**config.mk**
```make
export PLATFORM = sky130hd
export DESIGN_NAME = rd3_lane
export DESIGN_NICKNAME = d
export VERILOG_FILES = /design/src/rtl/core/rd3_pkg.sv /design/src/rtl/core/rd3_lane.sv
export SDC_FILE = /design/constraint.sdc
export NUM_CORES = 2
export LEC_CHECK = 0
export ABC_AREA = 0
export BUFFER_PORTS_ARGS = -buffer_cell sky130_fd_sc_hd__buf_4
export CORE_MARGIN = 1
export CORE_UTILIZATION = 60
export DETAILED_ROUTE_END_ITERATION = 16
export PLACE_DENSITY = 0.86
export SLEW_MARGIN = 20
export SYNTH_ARGS = -nofsm -noshare
export SYNTH_HDL_FRONTEND = slang
export SYNTH_SLANG_ARGS = --single-unit
```
**constraint.sdc**
```tcl
create_clock -name clk_i -period 8 [get_ports clk_i]
set_input_delay 1.2 -clock clk_i [delete_from_list [all_inputs] [get_ports clk_i]]
set_output_delay 1.2 -clock clk_i [all_outputs]
set_load 0.1 [all_outputs]
```
**src/rtl/core/rd3_pkg.sv**
```systemverilog
// ----------------------------------------------------------------------------
// rd3_pkg: shared types and constants for the rounded 3D distance block
// Coordinate, square, sum and root widths, plus the root pipeline word.
// ----------------------------------------------------------------------------
`default_nettype none

package rd3_pkg;

  localparam int unsigned CoordW  = 30;              // signed coordinate
  localparam int unsigned MagW    = CoordW;          // |a - b| < 2^30
  localparam int unsigned SqW     = 2 * MagW;        // one squared difference
  localparam int unsigned SumW    = SqW + 2;         // sum of three squares
  localparam int unsigned RadW    = SumW + 2;        // 4 * sum, 64 bits
  localparam int unsigned RootW   = RadW / 2;        // floor root, 32 bits
  localparam int unsigned DistW   = 31;              // rounded distance
  localparam int unsigned NumLanes = 3;              // x, y, z
  localparam int unsigned NumSteps = RadW / 2;       // one root bit per step

  localparam int unsigned InDataW  = 184;            // 6 x 30 bits, byte padded
  localparam int unsigned OutDataW = 32;             // 31 bits, byte padded

  // Running state of the digit-by-digit root.
  typedef struct packed {
    logic [RadW-1:0] rem;    // radicand minus squared partial root
    logic [RadW-1:0] root;   // partial root, pre-shifted form
  } rd3_root_t;

endpackage

`default_nettype wire

```
**src/rtl/core/rd3_lane.sv**
```systemverilog
// ----------------------------------------------------------------------------
// rd3_lane: one axis lane
// Registers |a - b|, then registers its square. Takes one item a cycle while en_i is high.
// ----------------------------------------------------------------------------
`default_nettype none

module rd3_lane
  import rd3_pkg::*;
(
  input  wire logic                     clk_i,
  input  wire logic                     en_i,
  input  wire logic signed [CoordW-1:0] a_i,
  input  wire logic signed [CoordW-1:0] b_i,
  output logic             [SqW-1:0]    sq_o
);

  logic signed [CoordW:0] diff;
  logic [MagW-1:0] mag_d, mag_q;
  logic [SqW-1:0]  sq_d, sq_q;

  // |a - b| < 2^30, so the magnitude fits in MagW bits
  always_comb begin
    diff  = $signed({a_i[CoordW-1], a_i}) - $signed({b_i[CoordW-1], b_i});
    mag_d = diff[CoordW] ? MagW'(-diff) : MagW'(diff);
    sq_d  = SqW'(mag_q) * SqW'(mag_q);
  end

  always_ff @(posedge clk_i) begin
    if (en_i) begin
      mag_q <= mag_d;
      sq_q  <= sq_d;
    end
  end

  assign sq_o = sq_q;

endmodule

`default_nettype wire

```
==> metrics.md <==
| Metric | Value |
|---|---|
| H-tree level count | 3 |
| Cell mode on critical path | fa_1 |
| # clock sinks | 89 |
| Die height | 229 um |
| Startpoint Class | register |
| Fin crit period | 7920 ps |
| Non-filler cells, final | 4126 |
| Initial antenna violation count | 1 |
| FP Rows | 82 |
| Pre-Repair DR Iteration Count | 8 |
| Cell variety after synth | 84 |
| YS warnings | 0 |
| Slowest stage cell, crit path | fa_1 |
| Syn_area_per_cell | 9.47 um^2 |
| P&R area growth vs syn | 11.1% |
| Overflow after GRT | 0 |
| Die width | 229 um |
| WS Path Type | register to register |
| Gpl congestion | 0.945 |
| CP Max Fanout | 5 |
| Hold Crit Class | register to register |
| Slew HR | 0.507 |
| Synth Instances | 3273 |
| Status | finished clean |
| Die area | 0.0525 mm^2 |
| DP Area | 0.0334 mm^2 |
| Synth cell count leaders | inv_1 (917), fa_1 (696), nand2_1 (297), ha_1 (296), and2_1 (185) |
| Skew-Pair Late Insertion Delay | 390 ps |
| Nets | 4502 |
| DRC | 0 |
| First-pass GRT wire length | 126000 um |
| Worst-margin pin slew | 737 ps |
| Critical Path RT | 8120 ps |
| Seq/Total Area, Yosys | 0.0863 |
| Maxcap violations | 0 |
| Clock transition at path regs | 70 ps |
| Synthesis-stage register bit count | 89 |
| Share of the synthesized area in the top cell type | 0.450 |
| Top_reg_cell synth | edfxtp_1 |
| Worst setup EP type | register |
| Pin count of the biggest net entering global routing | 50 |
| Post-synth EDFFs | 89 |
| Cell Count Post-Placement | 4070 |
| Via count | 23.2k |
| Boundary Pins | 122 |
| Root Driver | clkbuf_16 |
| Critical path's largest stage delay | 580 ps |
| Post-Route WL | 80100 um |
| Post-synth top area cell | fa_1 |
| Async SR Flop Fraction | 0 |
| Max Clock Skew | 15.1 ps |
| Starting Density | 0.613 |
| Final Cycle Share | 0.990 |
| Endpoints failing setup | 0 |
| CTS tree | done |
| Via density | 5.62 |
| Hold_buf cts | 0 |
| Count leader, synth | inv_1 |
| Max Buffers Root-to-Sink | 2 |
| Hpwl dp | 66700 um |
| Hold Vio Cnt, Final | 0 |
| Fin util | 0.681 |
| Achievable Freq | 126 MHz |
| Leading post-synthesis cells by cell area | fa_1 (45%), ha_1 (12%), inv_1 (11%), edfxtp_1 (8.6%), and2_1 (3.7%) |
| Layout fillers | 3577 |
| Met2 wire length | 40600 um |
| Synthesized area | 0.0310 mm^2 |
| Fin. max-slew vios | 0 |
| Layout cells sized above 1 | 0.118 |
| Initial DRC Count | 1683 |
| Vias in the first global route | 25.3k |
| Worst Path Arrival | 8050 ps |
| Drt wl/cell | 19.4 um |
| CTS Buf Count | 9 |
| Met3 wire len | 5970 um |
| Port buffer count | 120 |
| DRT antenna net count | 0 |
| All-layer global routing usage | 0.309 |
| M1 wire length | 28700 um |
| Final Instance Area | 0.0344 mm^2 |
| Highest metal used | met4 |
| Core ar. | 0.0506 mm^2 |
| Syn Nets | 4327 |
==> what timing repair did <==
| action | CTS | global route |
|---|---|---|
| buffers inserted | 1 | 37 |
| endpoints found under the setup margin | 9 | 18 |
| pin swaps | 0 | 29 |
| gates cloned | 0 | 1 |
| resized for setup | 7 | 95 |
| endpoints found under the hold margin | 0 | 0 |
==> path summary, 6_finish.rpt <==
kind | depth (start not counted) | end | slack (ps) | start
min reg2reg | 1 | sq_o[0] | 710 | mag_q[0]
max reg2reg | 28 | sq_o[59] | 80 | mag_q[13]
min | 1 | sq_o[0] | 710 | mag_q[0]
max | 28 | sq_o[59] | 80 | mag_q[13]
==> flip-flops by register name (all words and copies together), names as in the netlist <==
signal and cells:
sq_o 59, mag_q 30
==> routing by layer <==
metal	vias to the layer above	GRT usage
met4	0	0.163
met1	11600	0.367
met3	322	0.0513
li1	10100	-
met2	1081	0.537
met5	-	0
==> worst max-delay path: cells and delay by family (launching register included) <==
family / cells / cell delay [ps]
fa+ha+maj: 9 / 4320
buf+inv: 7 / 740
simple gates: 3 / 560
xor+xnor: 1 / 170
compound gates: 8 / 1390
flops: 1 / 480
==> per-stage QoR <==
step                      hold slack (ps)  worst slack (ps)  setup TNS (ps)
final                                 708              76.8               0
after global routing                  722             -88.2            -182
after CTS                             706              6.01               0
after detailed placement              690              -260            -574
after global placement                688              62.4               0
after floorplan                       467               330               0
==> logic make-up (layout without fill, tap and decap cells) <==
| kind of cell | Yosys count | in the layout | share of synthesized area |
|---|---|---|---|
| AOI/OAI and AO/OA | 311 | 311 | 0.0676 |
| adders and majority gates | 992 | 992 | 0.569 |
| buffers and inverters | 1037 | 1217 | 0.126 |
| muxes | 4 | 4 | 0.00137 |
| xor gates and xnor gates | 130 | 130 | 0.0368 |
| other | 1 | 2 | 0.000121 |
| and+or+nand+nor | 709 | 709 | 0.112 |
| DFF | 89 | 89 | 0.0863 |
==> area by class of cell <==
type	count	area, um^2	share of cell area
antenna	1	2.50	0.0000727
clock buffer	9	225	0.00654
clock inverter	7	53.8	0.00156
multi-input combinational	2147	24800	0.720
tap	672	841	0.0244
inverter	918	3450	0.100
timing repair buffer	283	2390	0.0694
sequential	89	2670	0.0776
==> layout by cell type (no fill, tap or decap), types with 7 or more instances in the layout <==
cell type,synthesis,final
a21o_1,55,55
a21oi_1,89,81
a21oi_2,2,9
a31oi_1,18,17
and2_1,185,184
and3_1,16,14
buf_12,0,17
buf_4,1,256
buf_6,1,7
clkbuf_16,0,10
edfxtp_1,89,89
fa_1,696,686
fa_2,0,10
ha_1,296,287
ha_4,0,8
inv_1,917,914
nand2_1,297,296
nand2b_1,12,12
nand3_1,27,27
nand4_1,15,15
nor2_1,92,81
nor2_2,1,7
nor2b_1,19,19
nor3_1,11,10
o21ai_0,46,40
o21ai_1,6,7
o21bai_1,12,10
o31ai_1,8,7
or2_2,8,8
xnor2_1,82,82
xor2_1,48,48
Power is not shown: default switching activity piles up to over one toggle a cycle in this logic, so the estimate is an artifact.
