[config.mk]
export PLATFORM = sky130hd
export DESIGN_NAME = rd3_root_step
export DESIGN_NICKNAME = d
export VERILOG_FILES = /design/src/rtl/core/rd3_pkg.sv /design/src/rtl/core/rd3_root_step.sv
export SDC_FILE = /design/constraint.sdc
export NUM_CORES = 1
export LEC_CHECK = 0
export ABC_CLOCK_PERIOD_IN_PS = 800
export BUFFER_PORTS_ARGS = -buffer_cell sky130_fd_sc_hd__buf_2
export CORE_MARGIN = 2
export CORE_UTILIZATION = 46
export CTS_CLUSTER_DIAMETER = 200
export DETAILED_ROUTE_END_ITERATION = 8
export GPL_TIMING_DRIVEN = 1
export PLACE_DENSITY = 0.75
export SYNTH_ARGS = -nofsm -noshare
export SYNTH_HDL_FRONTEND = slang
export SYNTH_SLANG_ARGS = --single-unit
[constraint.sdc]
create_clock -name clk_i -period 0.8 [get_ports clk_i]
set_input_delay 0.16 -clock clk_i [delete_from_list [all_inputs] [get_ports clk_i]]
set_output_delay 0.16 -clock clk_i [all_outputs]
set_load 0.05 [all_outputs]
[src/rtl/core/rd3_pkg.sv]
// ----------------------------------------------------------------------------
// rd3_pkg: shared types and constants for the rounded 3D distance block
// Coordinate, square, sum and root widths, plus the root pipeline word.
// ----------------------------------------------------------------------------
`default_nettype none

package rd3_pkg;

  localparam int unsigned CoordW  = 30;              // signed coordinate
  localparam int unsigned MagW    = CoordW;          // |a - b| < 2^30
  localparam int unsigned SqW     = 2 * MagW;        // one squared difference
  localparam int unsigned SumW    = SqW + 2;         // sum of three squares
  localparam int unsigned RadW    = SumW + 2;        // 4 * sum, 64 bits
  localparam int unsigned RootW   = RadW / 2;        // floor root, 32 bits
  localparam int unsigned DistW   = 31;              // rounded distance
  localparam int unsigned NumLanes = 3;              // x, y, z
  localparam int unsigned NumSteps = RadW / 2;       // one root bit per step

  localparam int unsigned InDataW  = 184;            // 6 x 30 bits, byte padded
  localparam int unsigned OutDataW = 32;             // 31 bits, byte padded

  // Running state of the digit-by-digit root.
  typedef struct packed {
    logic [RadW-1:0] rem;    // radicand minus squared partial root
    logic [RadW-1:0] root;   // partial root, pre-shifted form
  } rd3_root_t;

endpackage

`default_nettype wire

[src/rtl/core/rd3_root_step.sv]
// ----------------------------------------------------------------------------
// rd3_root_step: one registered step of the restoring square root
// Trial-subtracts (root | bit) from the remainder and updates the root.
// ----------------------------------------------------------------------------
`default_nettype none

module rd3_root_step
  import rd3_pkg::*;
(
  input  wire logic            clk_i,
  input  wire logic            rst_ni,
  input  wire logic            en_i,
  input  wire logic            valid_i,
  input  wire logic [RadW-1:0] bit_i,    // constant per step
  input  wire rd3_root_t       st_i,
  output logic                 valid_o,
  output rd3_root_t            st_o
);

  logic            valid_q;
  rd3_root_t       st_d, st_q;
  logic [RadW-1:0] trial;

  // root and bit never overlap, so the add is an OR
  always_comb begin
    trial = st_i.root | bit_i;
    if (st_i.rem >= trial) begin
      st_d.rem  = st_i.rem - trial;
      st_d.root = (st_i.root >> 1) | bit_i;
    end else begin
      st_d.rem  = st_i.rem;
      st_d.root = st_i.root >> 1;
    end
  end

  always_ff @(posedge clk_i or negedge rst_ni) begin
    if (!rst_ni) begin
      valid_q <= 1'b0;
    end else if (en_i) begin
      valid_q <= valid_i;
    end
  end

  always_ff @(posedge clk_i) begin
    if (en_i) begin
      st_q <= st_d;
    end
  end

  assign valid_o = valid_q;
  assign st_o    = st_q;

endmodule

`default_nettype wire

==> results_dict.tcl, run 1 <==
set metrics [dict create \
    ctsHtreeMaxLevel 4 \
    post-route-period-util 3.69 \
    ys_seq_area_frac 0.423 \
    clk_latency_ns 0.43 \
    total_power_w 0.0275 \
    synthCells 986 \
    ir_worst_vdd_mv 1.68 \
    grt_pass1_wl_um 54100 \
    syn-num-nets 1247 \
    fin_ws_ns -2.15 \
    die_h_um 145 \
    rsz0062_at_grt "yes" \
    slowest_stage "a2111oi_4" \
    slew_headroom 0.599 \
    synth_area_mm2 0.00915 \
    finalNetCount 1930 \
    crit_buf_inv 4 \
    critPathTopFamily "compound AO/OA/AOI/OAI gates" \
    p_per_area_mw_per_mm2 1730 \
    hold_viol 2 \
    violations "hold timing, setup timing" \
    die-area_mm2 0.0210 \
    synthArstFlopShare 0.00775 \
    wire_per_inst_um 19.9 \
    startpoint_type "input pin" \
    grt_use_total 0.319 \
    grt_overflow_total 0 \
    dpl.hpwl_um 25400 \
    path_clk_slew_ns 0.07 \
    ant_nets 0 \
    syn_area_per_cell_um2 9.28 \
    first_pass_iters 6 \
    arrival_ns 3.12 \
    place.gp.congestion 0.893 \
    grt_pass1_vias 10700 \
    p_leak_nw 7.63 \
    max_stage_delay_ns 0.45 \
    run_status "complete, but fails checks" \
    layout_common_cells "332 x buf_4, 191 x buf_2, 139 x buf_6" \
    drc 0 \
    wl_um 38900 \
    utilization 0.814 \
    skew_ns 0 \
    finalSetupViolCount 258 \
    drive_above_1_share 0.469 \
    crit_type "in2reg" \
    root_buffer "clkbuf_16" \
    period_minus_slack_ns 2.95 \
    worstPathCellList "buf_6, or2_4, ha_4, inv_2, fa_2, a211oi_4, o21ai_4, a2111oi_4, o31ai_4, a21oi_2, nand4_1, nand3_2, a311oi_4, buf_12, buf_16, nor2_1, a21oi_1" \
    port_buffers 324 \
    drt_iter0_drc 1014 \
    ys_seq_elements 129 \
    whs_ns -0.00488 \
    cts_tree "yes" \
    start_util 0.469 \
    netlist-cell-type-count 58 \
    synth_edf_count 128 \
    die_w_um 145 \
    slew_viol_final 0 \
    worstPathMaxFanout 39 \
    min_path_type "in2reg" \
    cap_violations 0 \
    worstMarginPinSlew_ns 0.602 \
    clock_path_buffers 2 \
    grt_antenna_before_repair 8 \
    synth_ff_type "edfxtp_1" \
    synth_warnings 0 \
    cts_num_sinks 129 \
    rows 51 \
    end_kind "register" \
    ios 325 \
    grt_max_degree 40 \
    max_freq_ghz 0.339 \
    final_common_cell "buf_4" \
    area_growth_syn_to_layout_pct 73.6 \
    vias 11200 \
    cts_made_buffers 17 \
    coreArea_mm2 0.0195 \
    required_ns 0.97 \
    viasPerCell 5.71 \
]
-- what timing repair did --
action	CTS	global route
endpoints found under the setup margin	257	257
hold buffers	22	0
buffers inserted	12	8
pin swaps	21	12
resized for setup	84	387
hold endpoints to repair	22	0
gates cloned	5	3
-- metrics by stage --
stage / instance area (um^2) / TNS, ns / std cells / hold WS (ns) / setup WS, ns
2_1_floorplan: 9260 / -262.28 / 986 / -0.136 / -2.10
3_3_place_gp: 13600 / -303.60 / 1866 / -0.0659 / -2.38
3_5_place_dp: 13600 / -317.83 / 1866 / -0.0637 / -2.52
4_1_cts: 14900 / -305.11 / 1937 / 0.000948 / -2.06
5_1_grt: 15900 / -321.17 / 1953 / 0.00235 / -2.31
6_report: 15900 / -307.04 / 1955 / -0.00488 / -2.15
-- cell usage after synthesis, types with 2 or more instances --
cell | count | area (um^2)
o2111ai_1 | 2 | 17.5
buf_4 | 6 | 45.0
or3_1 | 2 | 12.5
edfxtp_1 | 128 | 3840
a31oi_1 | 12 | 75.1
o21ai_1 | 9 | 45.0
a211o_1 | 2 | 17.5
a41oi_1 | 2 | 17.5
a211oi_2 | 2 | 25.0
o31ai_1 | 5 | 37.5
o21ai_0 | 54 | 270
o211ai_1 | 3 | 22.5
a211oi_1 | 4 | 30.0
a2111oi_0 | 3 | 26.3
clkbuf_1 | 22 | 82.6
nor4_1 | 4 | 25.0
and2_1 | 4 | 25.0
nor3_1 | 10 | 50.1
and4_1 | 4 | 35.0
xnor2_1 | 31 | 272
nand2b_1 | 8 | 50.1
o41ai_1 | 2 | 17.5
a311o_1 | 2 | 20.0
nor2b_1 | 6 | 37.5
nand3_1 | 16 | 80.1
a21boi_0 | 4 | 30.0
a21oi_1 | 119 | 596
o221ai_1 | 7 | 61.3
and3_1 | 8 | 50.1
xor2_1 | 28 | 245
o21bai_1 | 12 | 90.1
nand3b_1 | 2 | 15.0
inv_1 | 16 | 60.1
o21a_1 | 7 | 52.6
nand4_1 | 16 | 100
ha_1 | 64 | 801
buf_2 | 11 | 55.1
nand2_1 | 88 | 330
nor2_1 | 152 | 571
a21o_1 | 91 | 683
-- power by group --
group | switching (W) | internal, W | leakage, nW
logic | 0.00628 | 0.00483 | 6.09
registers | 0.000341 | 0.00821 | 1.26
clock network | 0.00330 | 0.00457 | 0.273
total | 0.00992 | 0.0176 | 7.63
-- layout make-up --
type	instances	area (um^2)
clock buffers	18	429
multi-input cells	802	5360
diodes	8	20.0
clock inverters	14	140
fillers	1111	3630
repair buffers	703	5680
inverters	16	60.1
flip-flops and latches	129	3870
well taps	265	332
-- flip-flops by register name (all words and copies together), names as in the netlist --
name,cells
st_o,128
valid_o,1
-- worst paths after layout --
kind                           from       end  slack (ns)  cells past startpoint
setup / recovery           bit_i[0]  st_o[79]       -2.15                     17
hold / removal             st_i[19]  st_o[18]      -0.005                      2
setup reg to reg            valid_o   valid_o       -0.11                      2
hold reg to reg             valid_o   valid_o        0.64                      2
max in group asynchronous    rst_ni   valid_o        0.67                      2
min in group asynchronous    rst_ni   valid_o        0.03                      2
-- metal layers --
metal,track usage,wire [um],vias up
li1,-,-,5065
met1,0.393,14900,5185
met2,0.553,18900,719
met3,0.0616,3040,192
met4,0.125,2130,0
met5,0,0,-
-- cell families after synthesis --
family          count (synthesis)  share of synthesized area
simple gates                  325                      0.155
flops                         129                      0.423
fa+ha+maj                      65                     0.0897
compound gates                352                      0.248
buf+inv                        55                     0.0265
mux                             1                    0.00123
xor+xnor                       59                     0.0565
(Power assumes the default switching activity.)
==> inputs of run 2 (changes only) <==
==> config.mk (replaced) <==
export PLATFORM = sky130hd
export DESIGN_NAME = rd3_root_step
export DESIGN_NICKNAME = d
export VERILOG_FILES = /design/src/rtl/core/rd3_pkg.sv /design/src/rtl/core/rd3_root_step.sv
export SDC_FILE = /design/constraint.sdc
export NUM_CORES = 1
export LEC_CHECK = 0
export ABC_CLOCK_PERIOD_IN_PS = 3200
export CORE_MARGIN = 2
export CORE_UTILIZATION = 60
export CTS_CLUSTER_DIAMETER = 200
export DETAILED_ROUTE_END_ITERATION = 8
export DONT_BUFFER_PORTS = 1
export GPL_TIMING_DRIVEN = 1
export PLACE_DENSITY = 0.73
export SYNTH_ARGS = -nofsm -noshare
export SYNTH_HDL_FRONTEND = slang
export SYNTH_SLANG_ARGS = --single-unit
==> constraint.sdc (replaced) <==
create_clock -name clk_i -period 3.2 [get_ports clk_i]
set_input_delay 0.64 -clock clk_i [delete_from_list [all_inputs] [get_ports clk_i]]
set_output_delay 0.64 -clock clk_i [all_outputs]
set_load 0.05 [all_outputs]
==> run 2 against run 1 <==
Net effect:
- final area is 27% lower
- combinational power down 88%
- die area down 23%
- the run now ends clean
- critical path depth shrank 2
- sequential power decreased by 69%
- flip-flop and latch count stayed put
- non-clock buffer count fell by 533
- largest cell class is now multi-input gates
- wire length down 27%
- first-iteration DRC count shrank 33%
==> results_dict.tcl, run 2 (synthesis gave the netlist of run 1 again) <==
set metrics [dict create \
    p_per_area_mw_per_mm2 536 \
    die_h_um 128 \
    grt_use_total 0.321 \
    viasPerCell 6.28 \
    arrival_ns 3.34 \
    final_common_cell "buf_4" \
    fin_ws_ns 0.0450 \
    finalSetupViolCount 0 \
    clock_path_buffers 2 \
    pre_cts_slack_ns -0.480 \
    worstPathMaxFanout 19 \
    post-route-period-util 0.986 \
    drc 0 \
    critPathTopFamily "compound AO/OA/AOI/OAI gates" \
    coreArea_mm2 0.0150 \
    port_buffers 0 \
    highest_layer "met5" \
    die_w_um 128 \
    cts_num_sinks 129 \
    wire_per_inst_um 21.3 \
    crit_type "in2reg" \
    cts_made_buffers 17 \
    skew_ns 0 \
    drive_above_1_share 0.227 \
    root_buffer "clkbuf_16" \
    vias 8402 \
    slowest_stage "a2111oi_4" \
    grt_antenna_before_repair 1 \
    place.gp.congestion 0.895 \
    path_clk_slew_ns 0.06 \
    rows 45 \
    layout_common_cells "151 x buf_4, 128 x nor2_1, 128 x edfxtp_1" \
    grt_pass1_wl_um 41000 \
    cap_violations 0 \
    first_pass_iters 7 \
    grt_max_degree 130 \
    total_power_w 0.00622 \
    ir_worst_vdd_mv 0.403 \
    crit_buf_inv 3 \
    num-fill-cells 1030 \
    slew_viol_final 0 \
    startpoint_type "input pin" \
    wl_um 28500 \
    met3_wirelength_um 2530 \
    worstMarginPinSlew_ns 0.545 \
    end_kind "register" \
    wl_met2_um 13700 \
    required_ns 3.39 \
    hold_viol 0 \
    drt-met1-wl_um 11600 \
    ant_nets 0 \
    p_leak_nw 5.06 \
    worstPathCellList "or2_4, ha_4, inv_2, fa_2, a211oi_4, o21ai_2, a2111oi_4, o31ai_4, a21oi_4, nand4_1, nand3_2, a311oi_4, buf_12, clkbuf_16, a21o_1" \
    die-area_mm2 0.0163 \
    min_path_type "in2reg" \
    drt_iter0_drc 682 \
    area_growth_syn_to_layout_pct 26.7 \
    cp.depth 15 \
    largest_reg_flops 128 \
    clk_latency_ns 0.43 \
    cts_tree "yes" \
    ios 325 \
    n_antenna_cell 0 \
    run_status "finished clean" \
    rsz0062_at_grt "yes" \
    finalNetCount 1397 \
    max_freq_ghz 0.317 \
    utilization 0.772 \
    ctsHtreeMaxLevel 4 \
    hold_depth 0 \
    worstRegToRegCells 1 \
    slew_headroom 0.633 \
    start_util 0.609 \
    dpl.hpwl_um 20500 \
    grt_pass1_vias 8127 \
    max_stage_delay_ns 0.43 \
    period_minus_slack_ns 3.16 \
    grt_overflow_total 0 \
]
## run 2: cell count changes in the layout (fill, tap and decap cells not counted), moves of 3 or more
cell | before | now
buf_2 | 191 | 0
buf_4 | 332 | 151
buf_6 | 139 | 5
dlygate4sd3_1 | 22 | 1
diode_2 | 8 | 0
a21oi_2 | 9 | 2
a21oi_1 | 111 | 117
buf_16 | 8 | 2
nor2_1 | 123 | 128
nor2_2 | 25 | 20
bufinv_16 | 2 | 5
clkbuf_8 | 0 | 3
clkinv_1 | 3 | 0
o21ai_0 | 35 | 38
## run 2: timing repair
action | 4_1_cts | 5_1_grt
endpoints found under the hold margin | 1 | 0
buffers inserted | 1 | 2
resized for setup | 18 | 53
hold buffers | 1 | 0
pin swaps | 48 | 16
setup endpoints to repair | 15 | 128
gates cloned | 0 | 7
## run 2: final timing paths
path	endpoint	startpoint	slack [ns]
setup / recovery	st_o[44]	bit_i[0]	0.04
hold / removal	st_o[40]	en_i	0.32
setup reg to reg	valid_o	valid_o	2.19
hold reg to reg	valid_o	valid_o	0.90
max in group asynchronous	valid_o	rst_ni	2.65
min in group asynchronous	valid_o	rst_ni	0.43
## run 2: per-stage QoR
| stage | setup TNS [ns] | hold slack [ns] | std cells | instance area [um^2] |
|---|---|---|---|---|
| 6_report | 0 | 0.321 | 1337 | 11600 |
| 5_1_grt | -5.08 | 0.310 | 1337 | 11600 |
| 3_5_place_dp | -52.29 | 0.344 | 1294 | 10500 |
| 2_1_floorplan | -16.42 | 0.344 | 986 | 9250 |
| 4_1_cts | -1.10 | 0.322 | 1328 | 11300 |
| 3_3_place_gp | -36.90 | 0.344 | 1294 | 10500 |
## run 2: per-layer routing
metal | up-vias | global-route usage
li1 | 3983 | -
met2 | 414 | 0.533
met4 | 2 | 0.0950
met1 | 3955 | 0.411
met5 | - | 0
met3 | 48 | 0.0892
## run 2: area by class of cell
| type | count | area, um^2 | area share |
|---|---|---|---|
| multi-input combinational | 802 | 5280 | 0.455 |
| timing repair buffer | 170 | 1480 | 0.128 |
| clock inverter | 12 | 205 | 0.0177 |
| tap | 188 | 235 | 0.0203 |
| sequential | 129 | 3870 | 0.334 |
| clock buffer | 20 | 467 | 0.0402 |
| inverter | 16 | 60.1 | 0.00518 |
## run 2: where the power goes
group	switching (W)	internal [W]
clock	0.000775	0.00145
sequential	0.000618	0.00207
combinational	0.000696	0.000615
